`src/tvcp_pkg.sv`:
```
// Shared types, constants and helpers for the tag/value checksum parser.
package tvcp_pkg;

	localparam logic [7:0]  EQ_BYTE      = 8'd61;
	localparam logic [7:0]  CHAR_0       = 8'd48;
	localparam logic [7:0]  CHAR_1       = 8'd49;
	localparam logic [7:0]  CHAR_9       = 8'd57;
	localparam logic [7:0]  TEN_TAG_SUM  = 8'd97;
	localparam logic [7:0]  DELIM_RESET  = 8'd124;
	localparam logic [15:0] SAT16        = 16'hFFFF;
	localparam logic [11:0] SAT12        = 12'hFFF;
	localparam logic [1:0]  TAG_LEN_MAX  = 2'd3;
	localparam logic [1:0]  TAG_LEN_TEN  = 2'd2;

	localparam int          PADDR_W      = 3;
	localparam logic        REG_DELIM    = 1'b0;

	typedef struct packed {
		logic [15:0] tag_number;
		logic        tag_is_numeric;
		logic [15:0] value_number;
		logic        value_has_digit;
		logic [11:0] value_length;
		logic        is_checksum_field;
		logic        checksum_ok;
		logic [7:0]  running_sum;
	} result_t;

	// acc*10 + digit, saturating at 16 bits
	function automatic logic [15:0] dec_push(input logic [15:0] acc, input logic [3:0] digit);
		logic [19:0] n;
		n = {1'b0, acc, 3'b000} + {3'b000, acc, 1'b0} + {16'd0, digit};
		return (n > {4'd0, SAT16}) ? SAT16 : n[15:0];
	endfunction

endpackage

```
`src/tvcp_apb.sv`:
```
// APB register block: holds the field delimiter byte.
module tvcp_apb import tvcp_pkg::*; (
	input  logic               clk,
	input  logic               arst_n,
	input  logic               psel,
	input  logic               penable,
	input  logic               pwrite,
	input  logic [PADDR_W-1:0] paddr,
	input  logic [31:0]        pwdata,
	output logic [31:0]        prdata,
	output logic               pready,
	output logic [7:0]         delim
);

	logic [7:0] delim_q;
	logic       reg_idx;

	assign reg_idx = paddr[2];
	assign pready  = 1'b1;
	assign delim   = delim_q;

	always_ff @(posedge clk or negedge arst_n) begin
		if (!arst_n) begin
			delim_q <= DELIM_RESET;
		end else if (psel && penable && pwrite && pready && reg_idx == REG_DELIM) begin
			delim_q <= pwdata[7:0];
		end
	end

	always_comb begin
		unique case (reg_idx)
			REG_DELIM: prdata = {24'd0, delim_q};
			default:   prdata = 32'd0;
		endcase
	end

endmodule

```
`src/tvcp_field.sv`:
```
// Per-field parse state, running checksum and result formation for one byte.
module tvcp_field import tvcp_pkg::*; (
	input  logic       clk,
	input  logic       arst_n,
	input  logic       step,
	input  logic [7:0] byte_s1,
	input  logic [7:0] delim,
	output logic       emit,
	output result_t    result
);

	logic        in_tag_q;
	logic [15:0] tag_accum_q;
	logic [1:0]  tag_len_q;
	logic        tag_nondigit_q;
	logic        tag_ten_q;
	logic [15:0] value_accum_q;
	logic        value_open_q;
	logic        value_digit_q;
	logic [11:0] value_len_q;
	logic [7:0]  byte_sum_q;

	logic       is_delim;
	logic       is_eq;
	logic       is_digit;
	logic [3:0] digit;
	logic       is_ten;
	logic [7:0] sum_before;

	assign is_delim   = (byte_s1 == delim);
	assign is_eq      = (byte_s1 == EQ_BYTE);
	assign is_digit   = (byte_s1 >= CHAR_0) && (byte_s1 <= CHAR_9);
	assign digit      = byte_s1[3:0];
	assign is_ten     = tag_ten_q && (tag_len_q == TAG_LEN_TEN);
	assign sum_before = byte_sum_q - TEN_TAG_SUM;
	assign emit       = step && is_delim;

	always_comb begin
		result.tag_number        = tag_accum_q;
		result.tag_is_numeric    = (tag_len_q != 2'd0) && !tag_nondigit_q;
		result.value_number      = value_accum_q;
		result.value_has_digit   = value_digit_q;
		result.value_length      = value_len_q;
		result.is_checksum_field = is_ten;
		result.checksum_ok       = is_ten && value_digit_q && (value_accum_q == {8'd0, sum_before});
		result.running_sum       = is_ten ? sum_before : 8'd0;
	end

	always_ff @(posedge clk or negedge arst_n) begin
		if (!arst_n) begin
			in_tag_q       <= 1'b1;
			tag_accum_q    <= 16'd0;
			tag_len_q      <= 2'd0;
			tag_nondigit_q <= 1'b0;
			tag_ten_q      <= 1'b1;
			value_accum_q  <= 16'd0;
			value_open_q   <= 1'b1;
			value_digit_q  <= 1'b0;
			value_len_q    <= 12'd0;
			byte_sum_q     <= 8'd0;
		end else if (step) begin
			if (is_delim) begin
				// close field; checksum field restarts the message sum
				byte_sum_q     <= is_ten ? 8'd0 : byte_sum_q + EQ_BYTE + 8'd1;
				in_tag_q       <= 1'b1;
				tag_accum_q    <= 16'd0;
				tag_len_q      <= 2'd0;
				tag_nondigit_q <= 1'b0;
				tag_ten_q      <= 1'b1;
				value_accum_q  <= 16'd0;
				value_open_q   <= 1'b1;
				value_digit_q  <= 1'b0;
				value_len_q    <= 12'd0;
			end else if (is_eq) begin
				in_tag_q <= 1'b0;
			end else if (in_tag_q) begin
				byte_sum_q <= byte_sum_q + byte_s1;
				case (tag_len_q)
					2'd0:    if (byte_s1 != CHAR_1) tag_ten_q <= 1'b0;
					2'd1:    if (byte_s1 != CHAR_0) tag_ten_q <= 1'b0;
					default: tag_ten_q <= 1'b0;
				endcase
				if (tag_len_q != TAG_LEN_MAX) tag_len_q <= tag_len_q + 2'd1;
				if (!is_digit) begin
					tag_nondigit_q <= 1'b1;
				end else if (!tag_nondigit_q) begin
					tag_accum_q <= dec_push(tag_accum_q, digit);
				end
			end else begin
				// checksum value bytes stay out of the sum
				if (!is_ten) byte_sum_q <= byte_sum_q + byte_s1;
				if (value_len_q != SAT12) value_len_q <= value_len_q + 12'd1;
				if (value_open_q) begin
					if (is_digit) begin
						value_accum_q <= dec_push(value_accum_q, digit);
						value_digit_q <= 1'b1;
					end else begin
						value_open_q <= 1'b0;
					end
				end
			end
		end
	end

endmodule

```
`src/tag_value_checksum_parser.sv`:
```
// Top level of the streaming tag=value parser with modulo-256 checksum check.
//
// One message byte per word enters on the byte channel; every delimiter byte yields one
// result word describing the field it closes (tag number, value number and length, and for
// tag "10" the checksum compare against the byte sum of the message so far). Other bytes
// yield no result. The block takes one byte every cycle: a byte is held in an input
// register, where the field state and the running sum are updated by short logic (one
// multiply-by-ten add, one 8-bit add, a few compares), and a delimiter loads the result
// register, which drives result valid. The result register holds a word until taken;
// while it is full and not being taken, the byte in the input register waits (delimiter or
// not) and the byte channel stalls, so throughput stays one byte per cycle as long as
// results are taken when offered. The delimiter (reset '|', 124) lives in an APB register
// at byte address 0 and is meant to be changed only while the block is idle.
module tag_value_checksum_parser import tvcp_pkg::*; (
	input  logic               clk,
	input  logic               arst_n,
	// byte channel
	input  logic               byte_valid,
	output logic               byte_ready,
	input  logic [7:0]         in_byte,
	// result channel
	output logic               result_valid,
	input  logic               result_ready,
	output logic [15:0]        tag_number,
	output logic               tag_is_numeric,
	output logic [15:0]        value_number,
	output logic               value_has_digit,
	output logic [11:0]        value_length,
	output logic               is_checksum_field,
	output logic               checksum_ok,
	output logic [7:0]         running_sum,
	// APB
	input  logic               psel,
	input  logic               penable,
	input  logic               pwrite,
	input  logic [PADDR_W-1:0] paddr,
	input  logic [31:0]        pwdata,
	output logic [31:0]        prdata,
	output logic               pready
);

	logic       valid_s1;
	logic [7:0] byte_s1;
	logic       slot_free;
	logic       step;
	logic       emit;
	logic [7:0] delim;
	result_t    result;
	result_t    result_q;
	logic       out_valid_q;

	tvcp_apb u_apb (
		.clk     (clk),
		.arst_n  (arst_n),
		.psel    (psel),
		.penable (penable),
		.pwrite  (pwrite),
		.paddr   (paddr),
		.pwdata  (pwdata),
		.prdata  (prdata),
		.pready  (pready),
		.delim   (delim)
	);

	// result slot can take a new word this cycle
	assign slot_free  = !out_valid_q || result_ready;
	// byte in stage 1 is consumed once its possible result has somewhere to go
	assign step       = valid_s1 && slot_free;
	assign byte_ready = !valid_s1 || step;

	always_ff @(posedge clk or negedge arst_n) begin
		if (!arst_n) begin
			valid_s1 <= 1'b0;
		end else if (byte_ready) begin
			valid_s1 <= byte_valid;
		end
	end

	always_ff @(posedge clk) begin
		if (byte_ready && byte_valid) byte_s1 <= in_byte;
	end

	tvcp_field u_field (
		.clk     (clk),
		.arst_n  (arst_n),
		.step    (step),
		.byte_s1 (byte_s1),
		.delim   (delim),
		.emit    (emit),
		.result  (result)
	);

	always_ff @(posedge clk or negedge arst_n) begin
		if (!arst_n) begin
			out_valid_q <= 1'b0;
		end else if (emit) begin
			out_valid_q <= 1'b1;
		end else if (result_ready) begin
			out_valid_q <= 1'b0;
		end
	end

	always_ff @(posedge clk) begin
		if (emit) result_q <= result;
	end

	assign result_valid      = out_valid_q;
	assign tag_number        = result_q.tag_number;
	assign tag_is_numeric    = result_q.tag_is_numeric;
	assign value_number      = result_q.value_number;
	assign value_has_digit   = result_q.value_has_digit;
	assign value_length      = result_q.value_length;
	assign is_checksum_field = result_q.is_checksum_field;
	assign checksum_ok       = result_q.checksum_ok;
	assign running_sum       = result_q.running_sum;

endmodule

```
`config.mk`:
```
export PLATFORM = sky130hd
export DESIGN_NAME = tag_value_checksum_parser
export DESIGN_NICKNAME = d
export VERILOG_FILES = /design/src/tvcp_pkg.sv /design/src/tvcp_apb.sv /design/src/tvcp_field.sv /design/src/tag_value_checksum_parser.sv
export SDC_FILE = /design/constraint.sdc
export NUM_CORES = 1
export LEC_CHECK = 0
export BUFFER_PORTS_ARGS = -buffer_cell sky130_fd_sc_hd__buf_2
export CORE_MARGIN = 8
export CORE_UTILIZATION = 40
export DETAILED_ROUTE_END_ITERATION = 8
export PLACE_DENSITY = 0.7
export REMOVE_ABC_BUFFERS = 1
export SLEW_MARGIN = 5
export SYNTH_ARGS = -nofsm -noshare
export SYNTH_HDL_FRONTEND = slang
export SYNTH_SLANG_ARGS = --single-unit
```
`constraint.sdc`:
```
create_clock -name clk -period 6 [get_ports clk]
set_input_delay 0.6 -clock clk [delete_from_list [all_inputs] [get_ports clk]]
set_output_delay 0.6 -clock clk [all_outputs]
set_load 0.05 [all_outputs]
```
# After elaboration in Yosys (flattened, before gate mapping)

Index checks and enable logic that the tools add are counted.

Add/subtract/negate cells: 10
Multiply operators: 0
Div/mod/pow operators: 0
Order comparisons: 4
Equality and inequality tests: 16
Shift operators: 0
Multiplexer cells: 50
Bitwise logic cells: 1
Reductions and logical operators: 34

Operators by type and width:

| kind                    | number |
|---|---|
| $mux W16                | 12 |
| $mux W12                | 4 |
| $mux W8                 | 6 |
| $add A19 B17 Y20        | 2 |
| $add A20 B4 Y20         | 2 |
| $gt A20 B16 Y1 const B  | 2 |
| $mux W1                 | 23 |
| $eq A16 B8 Y1           | 1 |
| $ne A8 B6 Y1 const B    | 2 |
| $reduce_bool A2 Y1      | 8 |
| $reduce_and A5 Y1       | 3 |
| $add A12 B1 Y12 const B | 1 |
| $ne A12 B12 Y1 const B  | 1 |
| $reduce_and A4 Y1       | 3 |
| $logic_and A1 B1 Y1     | 11 |
| $ne A3 B1 Y1 const B    | 3 |
| $add A8 B1 Y8 const B   | 1 |
| $add A8 B6 Y8 const B   | 1 |
| $add A8 B8 Y8           | 1 |
| $eq A8 B6 Y1 const B    | 1 |
| $eq A8 B8 Y1            | 1 |
| $ge A8 B6 Y1 const B    | 1 |
| $le A8 B6 Y1 const B    | 1 |
| $mux W2                 | 4 |
| other kinds (13)        | 20 |

Register bits after elaboration: 133
Bits in latches: 0
Bits in writable memories: 0
Bits in read-only memories: 0
Input port bits: 50
Word-level logic and storage cells: 137
Memories kept: 0

# Logic depth before layout (Yosys ltp)

Gate-level depths: netlist (run 1).

Depth after elaboration: 9
Depth in mapped cells: 12
Mapped depth without buffers: 10

# Hierarchy

Synthesis (run 1) repeated with hierarchy kept, for this count alone.

Cells, all modules: 747
Area, all modules: 8129.0 um^2

By module, submodules not included:

| module                    | times used | cells an instance | area an instance (um^2) | seq. area each (um^2) |
|---|---|---|---|---|
| tvcp_field                | 1          | 623               | 5517.8                  | 1480.2 |
| tag_value_checksum_parser | 1          | 72                | 2025.7                  | 1971.9 |
| tvcp_apb                  | 1          | 52                | 585.6                   | 206.4 |

# Worst setup path before layout (run 1)

OpenSTA, ideal clock, no wires.

Path type: reg-to-reg
From: reg byte_s1[3]
To: reg result_q (netlist bit checksum_ok) (enable)
Library setup time: 0.443 ns
Arrival time: 3.325 ns
Data required time: 5.557 ns
Slack: 2.232 ns
Cell stages (with the launch flop): 8
Period minus slack after synthesis: 3.768 ns
Cell sequence: edfxtp_1 xor2_1 nor4_1 and2_1 clkbuf_1 nand2_1 inv_1 clkbuf_1

Word-level cells in the longest chain between the ends: 2

RTL lines:

| what                   | line                             | RTL |
|---|---|---|
| from (decl)            | tag_value_checksum_parser.sv:43  | `logic [7:0] byte_s1;` |
| from (signal assigned) | tag_value_checksum_parser.sv:80  | `if (byte_ready && byte_valid) byte_s1 <= in_byte;` |
| $eq A8 B8 Y1           | tvcp_field.sv:30                 | `assign is_delim = (byte_s1 == delim);` |
| $logic_and A1 B1 Y1    | tvcp_field.sv:36                 | `assign emit = step && is_delim;` |
| via emit               | tag_value_checksum_parser.sv:46  | `logic emit;` |
| to (signal assigned)   | tag_value_checksum_parser.sv:104 | `if (emit) result_q <= result;` |
| to (decl)              | tag_value_checksum_parser.sv:49  | `result_t result_q;` |

The timed path passes the listed nets, and every way through them passes these cells.
A chain may end at the register's enable or synchronous reset.

# Worst setup path in the final report (run 1)

From: reg byte_s1[3]
To: reg u_field.value_accum_q[8]

Word-level cells in the longest chain between the ends: 8
Elaborated cells on any way between the ends: 18
Those cells by class: add/sub (1); order compare (3); eq/ne (4); mux (6); reduce/logical (4)

RTL lines:

| what                 | line             | RTL |
|---|---|---|
| $add A20 B4 Y20      | tvcp_pkg.sv:32   | `n = {1'b0, acc, 3'b000} + {3'b000, acc, 1'b0} + {16'd0, digit};` |
| $gt A20 B16 Y1       | tvcp_pkg.sv:33   | `return (n > {4'd0, SAT16}) ? SAT16 : n[15:0];` |
| $mux W16             | tvcp_pkg.sv:33   |  |
| $mux W16             | tvcp_field.sv:94 | `if (is_digit) begin` |
| $mux W16             | tvcp_field.sv:93 | `if (value_open_q) begin` |
| $mux W16             | tvcp_field.sv:76 | `end else if (in_tag_q) begin` |
| $mux W16             | tvcp_field.sv:74 | `end else if (is_eq) begin` |
| $mux W16             | tvcp_field.sv:62 | `if (is_delim) begin` |
| to (signal assigned) | tvcp_field.sv:95 | `value_accum_q <= dec_push(value_accum_q, digit);` |
| to (decl)            | tvcp_field.sv:17 | `logic [15:0] value_accum_q;` |

Parallel ways exist; a longest one is shown, timed or not. The select of a mux whose other input is x is not followed.

==> summary.md, run 1 <==
| Metric | Value |
|---|---|
| Post-layout min period | 4150 ps |
| Most numerous cell in the Yosys netlist | ha_1 |
| Total grt overflow | 0 |
| Vias in the first global route | 5,920 |
| Post_cts resized | 0 |
| Worst-path fanout max | 16 |
| Finished Core Util | 46.3% |
| Worst Setup End Kind | flop |
| Layout Nets | 962 |
| Core area | 20,000 um2 |
| Commonest cells in the netlist | ha_1, nand2_1, edfxtp_1, dfrtp_1, a21oi_1 |
| Critical Path Source Type | flop |
| Setup TNS | 0 ps |
| FFs w/ async S/R, synth | 51.9% |
| Total power | 0.00345 W |
| Post-place setup slack | 1910 ps |
| Largest area contributor in the netlist | edfxtp_1 |
| H-tree depth | 4 |
| Max_cap viols | 0 |
| Final Routed Wirelength | 18.4 mm |
| Post-DP HPWL | 13.1 mm |
| Critical path arrival | 4450 ps |
| Routed WL per cell | 16.5 um |
| Layout area overhead | 15.2% |
| Final GP Congestion | 0.858 |
| Die W | 158 um |
| First-pass GRT wire length | 29.9 mm |
| Crit-path max cell delay | 840 ps |
| Final setup margin | 1850 ps |
| Hold_buf cts | 0 |
| DIE AREA | 25,000 um2 |
| Initial DRC Count | 368 |
| Final Cycle Share | 69.1% |
| #FFs+latches synth | 133 |
| Peak Freq | 241 MHz |
| Largest net degree at the start of global routing | 70 |
| I/O Pins | 141 |
| CTS tree | built |
| Slew Limit Fails | 0 |
| Detailed Routing Iterations Pass 1 | 5 |
| Syn avg cell area | 10.8 um2 |
| Placed Instances | 1,081 |
| Slew margin rel. | 24.8% |
| Slew @ Worst Pin | 1130 ps |
| Share of layout cells above drive strength 1 | 17.4% |
| Antenna diode instance count | 0 |
| CTS Buf Count | 17 |
| Warnings, synthesis | 0 |
| Leakage | 4.27 nW |
| Synth Cell Area | 8060 um2 |
| Yosys top cell area share | 23.8% |
| Antenna-violating nets left | 0 |
| Clock skew | 8.18 ps |
| I/O Buffers | 89 |
| Critical path class | flop to flop |
| Final Non-Filler Cells | 1,113 |
| Vias/cell | 5.39 |
| Count of unique library cells instantiated by Yosys | 63 |
| Register area share after synthesis | 45.4% |
| Clk_lat worst skew | 420 ps |
| Worst Path Required | 6300 ps |
| CTS root buf | clkbuf_16 |
| Post-Syn Instances | 748 |
| Top post-synthesis cells by area | edfxtp_1, dfrtp_1, ha_1 |
| Crit path top cell by count | fa_1 |
| Critical path's slowest cell | or4_1 |
| RSZ-0062 raised after global routing | no |
| Initial Util | 40.2% |
| Worst-path cell chain | fa_1 > fa_1 > a211oi_1 > nor4b_1 > nor3_1 > a221o_1 > nand4b_1 > or4_1 > o221a_1 |
| Hold WC Path Type | primary input to flop |
| Post-CTS Setup Bufs | 0 |
| Post-synth EDFFs | 64 |
| Status | completed |
| DRC viols | 0 |
| GRT Total Usage | 15.2% |
| PD cells | 372 nW/um2 |
| Vias | 5,999 |
| Clock transition at path regs | 60 ps |
| Initial antenna violation count | 0 |
| Die Y | 158 um |
| Setup violators final | 0 |
| Clock Tree Buf Depth | 2 |
| # rows | 52 |
| Final hold violation count | 0 |
| Worst VDD drop | 0.000211 V |
| Main synth FF type | edfxtp_1 |
| Clock Sinks | 133 |
[path summary, 6_finish.rpt]
| check | to | cells after the start | start | slack, ps |
|---|---|---|---|---|
| min in group asynchronous | u_field.value_len_q[6] | 2 | arst_n | 370 |
| worst max register to register | u_field.value_accum_q[8] | 9 | byte_s1[3] | 1850 |
| max in group asynchronous | u_field.tag_accum_q[0] | 2 | arst_n | 5010 |
| worst min-delay path | byte_s1[0] | 1 | in_byte[0] | 350 |
| worst max-delay path | u_field.value_accum_q[8] | 9 | byte_s1[3] | 1850 |
| worst min register to register | u_field.tag_ten_q | 2 | u_field.tag_ten_q | 470 |
[metal layers]
metal | global-route usage [%] | part of all wire, % | routed length [um] | vias to the layer above
met5 | 0 | 0 | 0 | -
met4 | 4.31 | 0.87 | 161 | 0
met3 | 3.90 | 5.6 | 1040 | 17
met2 | 24.8 | 48 | 8880 | 156
met1 | 19.7 | 45 | 8320 | 2906
li1 | - | - | - | 2920
[where the power goes]
group / leakage, nW / switching [W] / internal, W
Sequential: 1.55 / 0.000193 / 0.00110
Combinational: 2.42 / 0.000591 / 0.000453
Clock: 0.303 / 0.000398 / 0.000715
Total: 4.27 / 0.00118 / 0.00227
[placed cells by master (no fill, tap or decap), drive strengths merged, types with 4 or more instances in the layout]
master	count
a311oi	4
nand2	67
nand4	10
nor3	15
ha	77
edfxtp	64
conb	25
a32oi	16
or3	4
dfstp	8
dfrtp	61
clkinv	5
nor2	47
xor2	33
and3	5
inv	17
nand2b	5
xnor2	22
nand3	13
a221o	5
a21oi	54
buf	91
o211ai	8
fa	5
o221a	18
nor2b	12
o21ai	35
clkbuf	19
bufinv	4
mux2	10
nor4	7
a21o	10
o21a	7
a211oi	7
and2	9
or4	4
[cell families (layout without fill, tap and decap cells)]
logic type               after synthesis  in the layout  synth area share (%)
AO/OA/AOI/OAI                        186            186                  16.1
XOR/XNOR                              55             55                  5.98
adder cells (fa/ha/maj)               82             82                  13.2
buffers and inverters                 67            139                  4.39
flip-flops                           133            133                  45.4
multiplexers                          12             12                  1.65
other                                  2             25                0.0932
AND/OR/NAND/NOR                      211            211                  13.2
[registers in the layout, summed over array words and instances (netlist names), 2 cells and up]
register,count
u_apb.delim,8
u_field.value_len_q,12
value_number,16
running_sum,8
u_field.byte_sum_q,8
u_field.tag_len_q,2
byte_s1,8
tag_number,16
u_field.value_accum_q,16
value_length,12
u_field.tag_accum_q,16
[critical path: cells and delay by family (launching register included)]
kind | cells | cell delay, ps
AO/OA/AOI/OAI | 3 | 900
adder cells (fa/ha/maj) | 2 | 1090
flip-flops | 1 | 590
AND/OR/NAND/NOR | 4 | 1430
[metrics by stage]
| stage | area (um2) | hold slack, ps |
|---|---|---|
| global placement | 8660 | 450 |
| floorplan | 7850 | 304 |
| CTS | 9290 | 331 |
| detailed placement | 8660 | 465 |
| finish | 9290 | 352 |
| global route | 9290 | 332 |
[layout make-up]
class,count,area (um2)
Sequential cell,133,3660
Clock inverter,13,179
Multi-Input combinational cell,571,4140
Tap cell,270,338
Inverter,16,60.1
Fill cell,1914,10800
Timing Repair Buffer,91,460
Clock buffer,19,453
Note: power is estimated with default switching activity, not from simulation.
==> run 2, diff against run 1 <==
==> constraint.sdc (replaced) <==
create_clock -name clk -period 4 [get_ports clk]
set_input_delay 0.4 -clock clk [delete_from_list [all_inputs] [get_ports clk]]
set_output_delay 0.4 -clock clk [all_outputs]
set_load 0.05 [all_outputs]
==> summary.md, run 2 (same netlist as run 1, synthesis figures left out) <==
| Metric | Value |
|---|---|
| Status | completed |
| Clk pwr share | 29.1% (-3.1 points) |
| Clk_lat worst skew | 420 ps (about the same) |
| Final setup margin | 280 ps (-1570 ps) |
| Slew Limit Fails | 0 (unchanged) |
| Leakage | 4.28 nW (+0.38%) |
| Hold_buf cts | 1 (+1) |
| RSZ-0062 raised after global routing | no |
| Layout Nets | 973 (+1.1%) |
| Largest net degree at the start of global routing | 49 (-30%) |
| Slew @ Worst Pin | 703 ps (-425 ps) |
| H-tree depth | 4 (unchanged) |
| Layout area overhead | 15.4% |
| Switching Share | 34.9% (+0.68 points) |
| Clock Sinks | 133 (unchanged) |
| I/O Buffers | 89 (unchanged) |
| Die Y | 158 um (unchanged) |
| Peak Freq | 269 MHz (+12%) |
| Hold WC Path Type | primary input to flop |
| Post_cts resized | 0 (unchanged) |
| Total grt overflow | 0 (unchanged) |
| Reg2Reg Launch Point | byte_s1[3] |
| Vias in the first global route | 5,778 (-2.4%) |
| Setup TNS | 0 ps (unchanged) |
| Initial Util | 40.2% (unchanged) |
| GRT Total Usage | 14.8% (-0.46 points) |
| # rows | 52 (unchanged) |
| Worst-path fanout max | 16 (unchanged) |
| PD cells | 535 nW/um2 (+44%) |
| First-pass GRT wire length | 29.2 mm (-2.5%) |
| Vias | 6,010 (+0.18%) |
| Routed WL per cell | 16.2 um (-1.8%) |
| Clock Tree Buf Depth | 2 (unchanged) |
| Critical path launch point | byte_s1[3] |
| Antenna diode instance count | 0 (unchanged) |
| Clock transition at path regs | 50 ps (about the same) |
| I/O Pins | 141 (unchanged) |
| Final hold violation count | 0 (unchanged) |
| Fillers | 1,899 (-0.78%) |
| Reg power frac | 39.1% (+1.6 points) |
| Commonest cells after routing, fill and taps aside | buf_2, ha_1, nand2_1, edfxtp_1, dfrtp_1 |
| Post-DP HPWL | 13.3 mm (+1.4%) |
| Share of layout cells above drive strength 1 | 17.7% (+0.24 points) |
| CTS root buf | clkbuf_16 |
| Vias/cell | 5.35 (-0.80%) |
| Post-CTS Setup Bufs | 0 (unchanged) |
| Worst Setup End Kind | flop |
| Net Sw Power | 0.00174 W (+47%) |
| Finished Core Util | 46.4% (+0.075 points) |
| Post-place setup slack | 353 ps (-1550 ps) |
| CTS tree | built |
| Worst VDD drop | 0.000392 V (+85%) |
| Final GP Congestion | 0.874 (+1.9%) |
| Die W | 158 um (unchanged) |
| Final Cycle Share | 93.0% (+24 points) |
| Critical path class | flop to flop |
| Post-layout min period | 3720 ps (-429 ps) |
| DRC viols | 0 (unchanged) |
| Hold_sp | in_byte[1] |
| Final Non-Filler Cells | 1,124 (+0.99%) |
| Critical path arrival | 4020 ps (-430 ps) |
| Detailed Routing Iterations Pass 1 | 7 (+2) |
| Initial antenna violation count | 0 (unchanged) |
| Most common cell after layout, fill and taps aside | buf_2 |
| Placed Instances | 1,091 (+0.93%) |
| Slew margin rel. | 53.0% (+28 points) |
| Internal power | 0.00324 W (+43%) |
| Register Area | 3660 um2 (unchanged) |
| CTS Buf Count | 17 (unchanged) |
| Initial DRC Count | 327 (-11%) |
| Setup violators final | 0 (unchanged) |
| Multi-input gate area | 4140 um2 (unchanged) |
| Max_cap viols | 0 (unchanged) |
| Clock skew | 7.79 ps (-0.391 ps) |
| Critical Path Source Type | flop |
| Core area | 20,000 um2 (unchanged) |
| Antenna-violating nets left | 0 (unchanged) |
| DIE AREA | 25,000 um2 (unchanged) |
| Final Routed Wirelength | 18.3 mm (-0.80%) |
| Worst Path Required | 4300 ps (-2000 ps) |
| Combinational Power Share | 31.7% (+1.4 points) |
run 2: cell count changes in the layout (fill, tap and decap cells not counted), sizes merged:
cell         delta
buf            +10
clkinv          +2
clkbuf          +1
inv             -1
bufinv          -2
dlygate4sd3     +1
run 2: routing by layer:
| layer | global-route usage [%] | wire (um) | vias to the layer above |
|---|---|---|---|
| met5 | 0 | 0 | - |
| met4 | 3.73 | 164 | 0 |
| met3 | 4.15 | 978 | 14 |
| met2 | 24.5 | 8710 | 152 |
| met1 | 18.6 | 8400 | 2903 |
| li1 | - | - | 2941 |
run 2: through the flow:
step	instance area, um2	power [W]	hold slack [ps]
floorplan	7850	0.00313	104
global placement	8740	0.00350	396
detailed placement	8740	0.00353	396
CTS	9300	0.00501	133
global route	9300	0.00530	132
finish	9300	0.00498	151
run 2: cell type report:
| type | instances | share of cell area [%] |
|---|---|---|
| Clock buffer | 20 | 4.69 |
| Clock inverter | 12 | 1.21 |
| Sequential cell | 133 | 39.3 |
| Multi-Input combinational cell | 571 | 44.5 |
| Timing Repair Buffer | 102 | 6.00 |
| Tap cell | 270 | 3.63 |
| Inverter | 16 | 0.646 |
run 2: worst paths after layout:
check	to	slack, ps	depth (start not counted)
min in group asynchronous	u_field.tag_accum_q[4]	480	2
max in group asynchronous	u_field.value_accum_q[4]	2480	3
hold reg to reg	u_field.tag_ten_q	460	2
setup / recovery	u_field.value_accum_q[4]	280	10
setup reg to reg	u_field.value_accum_q[4]	280	10
hold / removal	byte_s1[1]	150	1
run 2: power by group through the flow:
stage	Sequential [W]	Clock, W	Combinational (W)
2_1_floorplan	0.00187	0	0.00126
3_3_place_gp	0.00196	0	0.00154
3_5_place_dp	0.00197	0	0.00157
4_1_cts	0.00194	0.00148	0.00158
5_1_grt	0.00197	0.00154	0.00179
6_report	0.00195	0.00145	0.00158
run 2: critical path, stage by stage (launching register included):
cell and delay, ps:
edfxtp_1 440, fa_1 550, fa_1 500, a211oi_1 380, nor4b_1 140, nor3_1 350, a221o_1 220, nand4b_1 80
or4_1 470, buf_4 220, o221a_1 240
